File: config.mk
export PLATFORM = sky130hd
export DESIGN_NAME = mdc_step
export DESIGN_NICKNAME = d
export VERILOG_FILES = /design/src/hdl/assert_macros.svh /design/src/hdl/mdc_pkg.sv /design/src/hdl/mdc_step.sv
export SDC_FILE = /design/constraint.sdc
export NUM_CORES = 1
export LEC_CHECK = 0
export ABC_AREA = 1
export BUFFER_PORTS_ARGS = -buffer_cell sky130_fd_sc_hd__buf_2
export CAP_MARGIN = 10
export CORE_UTILIZATION = 47
export DETAILED_ROUTE_END_ITERATION = 7
export PLACE_DENSITY = 0.8
export SYNTH_ARGS = -nofsm -noshare
export SYNTH_HDL_FRONTEND = slang
export SYNTH_SLANG_ARGS = --single-unit
File: constraint.sdc
create_clock -name vclk -period 4.5
set_clock_uncertainty 0.1 [all_clocks]
set_input_delay 0.9 -clock vclk [all_inputs]
set_output_delay 0.9 -clock vclk [all_outputs]
set_load 0.02 [all_outputs]
File: src/hdl/assert_macros.svh
// assertion macros shared by the rtl
`ifndef ASSERT_MACROS_SVH
`define ASSERT_MACROS_SVH

// property that must hold at every clock edge out of reset
`define MDC_ASSERT(label, prop, msg) \
	label: assert property (@(posedge clk) disable iff (!arst_n) (prop)) else $error(msg);

// consequent must hold in the cycle after the antecedent
`define MDC_ASSERT_NEXT(label, ante, cons, msg) \
	label: assert property (@(posedge clk) disable iff (!arst_n) (ante) |=> (cons)) \
		else $error(msg);

`endif

File: src/hdl/mdc_pkg.sv
// package for the maze carver: codes, types, direction order table, edge mask
package mdc_pkg;

	localparam int MDC_MAX_NODES_X = 32;
	localparam int MDC_MAX_NODES_Y = 32;

	// node coordinates never exceed the 5-bit start node fields
	localparam int NODE_W = 5;

	localparam logic CMD_START = 1'b0;
	localparam logic CMD_STEP  = 1'b1;

	localparam logic [1:0] CFG_MAZE_WIDTH   = 2'd0;
	localparam logic [1:0] CFG_MAZE_HEIGHT  = 2'd1;
	localparam logic [1:0] CFG_START_NODE_X = 2'd2;
	localparam logic [1:0] CFG_START_NODE_Y = 2'd3;

	typedef enum logic [2:0] {
		KIND_STARTED  = 3'd0,
		KIND_CARVED   = 3'd1,
		KIND_BLOCKED  = 3'd2,
		KIND_POPPED   = 3'd3,
		KIND_FINISHED = 3'd4,
		KIND_BADCFG   = 3'd5
	} kind_t;

	// direction codes, also the bit position in a direction mask
	localparam logic [1:0] DIR_L = 2'd0;
	localparam logic [1:0] DIR_R = 2'd1;
	localparam logic [1:0] DIR_U = 2'd2;
	localparam logic [1:0] DIR_D = 2'd3;

	localparam int ORDER_COUNT = 24;

	// try order, first direction in the top two bits
	typedef logic [7:0] order_t;

	localparam order_t ORDER_TABLE [ORDER_COUNT] = '{
		{DIR_L, DIR_R, DIR_U, DIR_D}, {DIR_L, DIR_R, DIR_D, DIR_U},
		{DIR_L, DIR_U, DIR_R, DIR_D}, {DIR_L, DIR_U, DIR_D, DIR_R},
		{DIR_L, DIR_D, DIR_R, DIR_U}, {DIR_L, DIR_D, DIR_U, DIR_R},
		{DIR_R, DIR_L, DIR_U, DIR_D}, {DIR_R, DIR_L, DIR_D, DIR_U},
		{DIR_R, DIR_U, DIR_L, DIR_D}, {DIR_R, DIR_U, DIR_D, DIR_L},
		{DIR_R, DIR_D, DIR_L, DIR_U}, {DIR_R, DIR_D, DIR_U, DIR_L},
		{DIR_U, DIR_L, DIR_R, DIR_D}, {DIR_U, DIR_L, DIR_D, DIR_R},
		{DIR_U, DIR_R, DIR_L, DIR_D}, {DIR_U, DIR_R, DIR_D, DIR_L},
		{DIR_U, DIR_D, DIR_L, DIR_R}, {DIR_U, DIR_D, DIR_R, DIR_L},
		{DIR_D, DIR_L, DIR_R, DIR_U}, {DIR_D, DIR_L, DIR_U, DIR_R},
		{DIR_D, DIR_R, DIR_L, DIR_U}, {DIR_D, DIR_R, DIR_U, DIR_L},
		{DIR_D, DIR_U, DIR_L, DIR_R}, {DIR_D, DIR_U, DIR_R, DIR_L}
	};

	typedef struct packed {
		logic       found;
		logic       in_grid;
		logic [3:0] new_mask;
		logic [3:0] push_mask;
		logic [5:0] dest_nx;
		logic [5:0] dest_ny;
		logic [5:0] path_cx;
		logic [5:0] path_cy;
		logic [5:0] dest_cx;
		logic [5:0] dest_cy;
	} step_res_t;

	// directions from a node that stay inside the node grid
	function automatic logic [3:0] edge_mask(logic [5:0] x, logic [5:0] y,
		logic [5:0] nw, logic [5:0] nh);
		logic [3:0] m;
		m        = '0;
		m[DIR_L] = (x != 6'd0);
		m[DIR_R] = (6'(x + 6'd1) != nw);
		m[DIR_U] = (y != 6'd0);
		m[DIR_D] = (6'(y + 6'd1) != nh);
		return m;
	endfunction

endpackage

File: src/hdl/mdc_step.sv
// step unit: picks the next direction of the top node and works out its neighbor
module mdc_step import mdc_pkg::*; #(
	parameter int MAX_NODES_X = MDC_MAX_NODES_X,
	parameter int MAX_NODES_Y = MDC_MAX_NODES_Y,
	localparam int AW = $clog2(MAX_NODES_X * MAX_NODES_Y)
) (
	input  logic [5:0]    cur_x,
	input  logic [5:0]    cur_y,
	input  logic [3:0]    dirs,
	input  order_t        order,
	input  logic [5:0]    node_w,
	input  logic [5:0]    node_h,
	output step_res_t     res,
	output logic [AW-1:0] addr
);

	logic       found;
	logic [1:0] dir;
	logic [1:0] code;
	logic [5:0] dx;
	logic [5:0] dy;
	logic [5:0] px;
	logic [5:0] py;
	logic [5:0] c2x;
	logic [5:0] c2y;
	logic       in_grid;

	always_comb begin
		found = 1'b0;
		dir   = DIR_L;
		for (int k = 0; k < 4; k++) begin
			code = order[7 - 2 * k -: 2];
			if (!found && dirs[code]) begin
				found = 1'b1;
				dir   = code;
			end
		end
	end

	assign c2x = {cur_x[4:0], 1'b0};
	assign c2y = {cur_y[4:0], 1'b0};

	always_comb begin
		dx      = cur_x;
		dy      = cur_y;
		px      = c2x;
		py      = c2y;
		in_grid = 1'b1;
		unique case (dir)
			DIR_L: begin
				if (cur_x == 6'd0) begin
					in_grid = 1'b0;
				end else begin
					dx = cur_x - 6'd1;
					px = c2x - 6'd1;
				end
			end
			DIR_R: begin
				dx = cur_x + 6'd1;
				px = c2x + 6'd1;
			end
			DIR_U: begin
				if (cur_y == 6'd0) begin
					in_grid = 1'b0;
				end else begin
					dy = cur_y - 6'd1;
					py = c2y - 6'd1;
				end
			end
			DIR_D: begin
				dy = cur_y + 6'd1;
				py = c2y + 6'd1;
			end
			default: ;
		endcase
		if (dx >= node_w || dy >= node_h || 32'(dx) >= MAX_NODES_X ||
			32'(dy) >= MAX_NODES_Y) begin
			in_grid = 1'b0;
		end
	end

	always_comb begin
		res.found     = found;
		res.in_grid   = in_grid;
		res.new_mask  = dirs & ~(4'b0001 << dir);
		res.push_mask = edge_mask(dx, dy, node_w, node_h);
		res.dest_nx   = dx;
		res.dest_ny   = dy;
		res.path_cx   = px;
		res.path_cy   = py;
		res.dest_cx   = {dx[4:0], 1'b0};
		res.dest_cy   = {dy[4:0], 1'b0};
	end

	assign addr = AW'(AW'(dy) * AW'(MAX_NODES_X) + AW'(dx));

endmodule

### Word level (Yosys, flattened, before mapping)

Cells that the tools add are included.

| storage, ports and cells | value |
|---|---|
| bits in registers | 0 |
| output and inout bits | 56 |
| logic and storage cells | 69 |

| cells by class | value |
|---|---|
| add/subtract/negate cells | 11 |
| $lt $le $gt $ge | 8 |
| eq/ne operators | 5 |
| shift-type cells | 1 |
| multiplexer cells | 28 |
| bitwise gates (word level) | 2 |
| reduce and logical (&&, ||, !) cells | 14 |

Operator list:

| kind | count |
|---|---|
| one-hot mux 6 bit (2 select lines) | 4 |
| adder 6 x 1 -> 6 bit, second input constant | 6 |
| two-way mux 6 bit | 4 |
| subtractor 6 x 1 -> 6 bit, second input constant | 4 |
| >= comparator 6 bit | 2 |
| >= comparator 6 bit, second input constant | 2 |
| logical NOT 6 bit | 2 |
| < comparator 2 x 3 -> 1 bit, second input constant | 4 |
| inequality test 6 bit | 2 |
| nonzero test 6 bit | 2 |
| two-way mux 1 bit | 11 |
| adder 10 x 6 -> 10 bit | 1 |
| binary-select mux 1 bit (select 2 bit) | 4 |
| two-way mux 2 bit | 4 |
| AND 4 bit | 1 |
| == test 2 bit, second input constant | 2 |
| inverter 4 bit | 1 |
| << shifter 1 x 2 -> 4 bit, first input constant | 1 |
| logical AND 1 bit | 3 |
| logical NOT 1 bit | 3 |
| logical OR 1 bit | 3 |
| == test 2 x 1 -> 1 bit, second input constant | 1 |
| logical NOT 2 bit | 1 |
| one-hot mux 1 bit (2 select lines) | 1 |

### Depth between registers and ports, before layout

| logic depth | value |
|---|---|
| depth after elaboration | 19 |
| depth in mapped cells | 27 |

### Worst setup path after synthesis

Ideal clock, no wire load.

| timing path | value |
|---|---|
| path kind | input-to-output |
| start | in dirs[0] |
| end | out res[44] in the netlist's numbering |
| arrival | 3.575 ns |
| path slack | -0.075 ns |
| stages | 26 |
| buffers on the path | 3 |
| path through | inv_1 nand2_1 nand3_2 nand2_2 nor2_2 nand2_2 clkinv_2 nand3_4 nand2_4 buf_12 buf_12 nor2_1 nand2_1 nand3_2 inv_2 ha_1 inv_1 a21boi_0 o21a_1 o21a_1 o21ai_0 nand2_1 nand2_1 nand4_1 a211oi_1 buf_4 |

RTL lines:

| what | line | source |
|---|---|---|
| from (decl) | mdc_step.sv:9 | `input logic [3:0] dirs,` |
| to (decl) | mdc_step.sv:13 | `output step_res_t res,` |

==> results.yml <==
placement:
  io_buffers: 90
  place_inst: 563
  dpl.hpwl_um: 5370
  place_congestion: 0.903
finish:
  regArea_um2: 0
  nClkBuffers: 0
  final_cells: 606
  multi_input_comb_area_um2: 2020
  syn_to_final_growth_pct: 66.8
  antenna_cells: 0
  nNetsFinal: 616
  seq_cell_count: 0
  fillers: 236
  drive_above_1_share_pct: 49.3
floorplanning:
  initial_core_util_pct: 49.8
  ios: 92
  rows: 24
  die_area_um2: 4950
  die_w_um: 70.4
  coreArea_um2: 4410
  die_h_um: 70.4
route:
  vias_per_cell: 5.81
  wl_met3_um: 874
  vias: 3522
  drt_iter0_drc: 369
  wl_per_cell_um: 16.7
  route.detailed.drc: 0
  routed_wirelength_um: 10100
  drt-met1-wl_um: 3660
  ant_nets: 0
  dr_wl_met2_um: 4900
  dr.pass1.iters: 6
  top_layer_used: "met4"
sta:
  finalWorstPathRequiredPeriod_ps: 4770
  finalMaxSlewViolations: 0
  setup_ws_ps: -273
  min_period_over_period_pct: 106
  report.final.hold_viol_count: 0
  max_freq_mhz: 210
  setup_viol: 3
  rsz0062_at_grt: "yes"
synth:
  syn_area_per_cell_um2: 5.56
  synth_xor_xnor_area_share_pct: 9.17
  yosysWarnings: 0
  synth_fa_ha_area_share_pct: 13.7
  synth_seq_area_share_pct: 0
  syn_inst: 395
  synth_top_family_by_area: "simple AND/OR/NAND/NOR gates"
  synth_cell_types: 32
  synth_compound_area_share_pct: 9.11
  syn-cell-area_um2: 2200
  yosys-mux-area-fraction_pct: 0
  synth-simple-area-share_pct: 46.0
critical_path:
  slowest_stage: "a21oi_2"
  crit_fanout: 4
  crit_buf_inv: 6
  cp-start-kind: "input port"
  crit_path_end_kind: "output pin"
  crit_type: "input port to output pin"
  crit_arrival_ps: 3770
  crit_family: "simple AND/OR/NAND/NOR gates"
  crit_chain: "buf_8 > inv_4 > nand2_4 > nand3_2 > nand2_4 > nor2_2 > a21oi_2 > nand2_2 > nor2_4 > buf_6 > nand3_4 > nand3_4 > inv_4 > ha_4 > inv_2 > a21boi_2 > o21a_1 > o21a_1 > o21ai_1 > nand2_1 > nand2_1 > nand4_1 > a211oi_2 > buf_4"
  required_ps: 3500
  slowest_delay_ps: 250
power:
  p_int_uw: 396
  p_sw_share_pct: 59.4
  p_comb_share_pct: 100.0
  clkPwrFrac_pct: 0
  power_frac_seq_pct: 0
  ir_worst_vdd_mv: 0.194
  leakage_nw: 2.13
  finalPower_uw: 975
  p_per_area_nw_per_um2: 266
  p_switching_uw: 579
global_route:
  overflow: 0
  antenna_found_initial: 0
  grt_usage_pct: 32.0
  grt_max_degree: 11
  grt_pass1_vias: 2942
  grt_first_pass_wirelength_um: 13200
clock_tree:
  holdBufCountCts: 0
flow_run:
  drv_cap: 0
run_status:
  status: "complete, but fails checks"
  violations: "negative setup slack"
hold_path:
  hold_path.class: "input port to output pin"
## metrics by stage
stage / setup TNS (ps) / setup slack [ps] / utilization (%) / hold WS [ps] / area (µm²)
3_5_place_dp: -245 / -245 / 65.8 / 2140 / 2900
6_report: -580 / -273 / 83.0 / 2160 / 3660
4_1_cts: -49.0 / -49.0 / 77.1 / 2130 / 3400
2_1_floorplan: 0 / 1.25 / - / 1830 / 2220
5_1_grt: -890 / -360 / 83.0 / 2200 / 3660
3_3_place_gp: -196 / -196 / 65.8 / 2130 / 2900
## routing by layer
layer  vias up  track usage (%)
li1       1561                -
met1      1612             38.9
met2       257             57.2
met3        92             2.60
met4         0             12.7
met5         -                0
## synth_stat cells
library cell  instances  share of area [%]
a211oi_1              1               0.34
xor2_1               20                8.0
clkbuf_1              3               0.51
nand2_4               1               0.51
o21ai_1               1               0.23
xnor2_1               3                1.2
nor3_1                3               0.68
nor2_4                1               0.51
a21boi_0              2               0.68
conb_1                1               0.17
nand2_2               5                1.4
nand3b_1              1               0.34
nand3_2               8                3.6
clkinv_2              1               0.23
a21oi_1               9                2.0
o21ai_2               1               0.40
ha_1                 24                 14
nand3_1              42                9.6
buf_4                20                6.8
o21ai_0              16                3.6
buf_12                2                1.8
buf_6                 2                1.0
inv_2                 6                1.0
nand4_1              12                3.4
o21a_1                4                1.4
nand3_4               1               0.80
nand2_1             111                 19
and3_1                1               0.28
nor2_2                5                1.4
inv_1                61                 10
a21oi_2               1               0.40
nor2_1               26                4.4
## worst paths after layout
check | from | cells after the start | endpoint
max | order[4] | 24 | res[44]
min | order[1] | 4 | res[45]
## power groups by stage
stage	combinational [mW]	clock, mW	sequential, mW
after floorplan	0.533	0	0
after global placement	0.726	0	0
after detailed placement	0.740	0	0
after CTS	0.852	0	0
after global routing	1.03	0	0
final	0.975	0	0
## cell usage in the layout (no fill, tap or decap), types with 2 or more instances in the layout
master and n:
nand3_4 7, nand2_2 21, buf_12 2, conb_1 2, nand4_1 12, ha_1 18, buf_4 86, nor2_1 24
nand3_2 10, ha_4 5, nor2_2 4, buf_6 16, buf_2 80, o21a_1 4, o21ai_1 3, inv_6 3
nand3_1 34, inv_1 49, xor2_1 20, o21ai_0 12, o21ai_2 3, a21oi_2 2, nor2_4 4, xnor2_1 3
nand2_1 86, inv_2 10, nor3_1 3, inv_4 4, nand2_4 10, a21oi_1 8
## final cells by class
cell class | instances | share of cell area (%)
inverters | 68 | 8.19
well taps | 52 | 1.78
repair buffers | 185 | 35.0
multi-input cells | 301 | 55.1
## logic make-up (layout without fill, tap and decap cells)
logic type | after synthesis | in the layout
AND/OR/NAND/NOR | 217 | 217
buffers and inverters | 95 | 253
AO/OA/AOI/OAI | 35 | 35
adder cells (fa/ha/maj) | 24 | 24
XOR/XNOR | 23 | 23
other | 1 | 2
## timing repair
action / in CTS / in global routing
buffers inserted: 29 / 17
pin swaps: 42 / 48
resized for setup: 81 / 46
endpoints found under the setup margin: 1 / 6
Note: power is estimated with default switching activity, not from simulation.
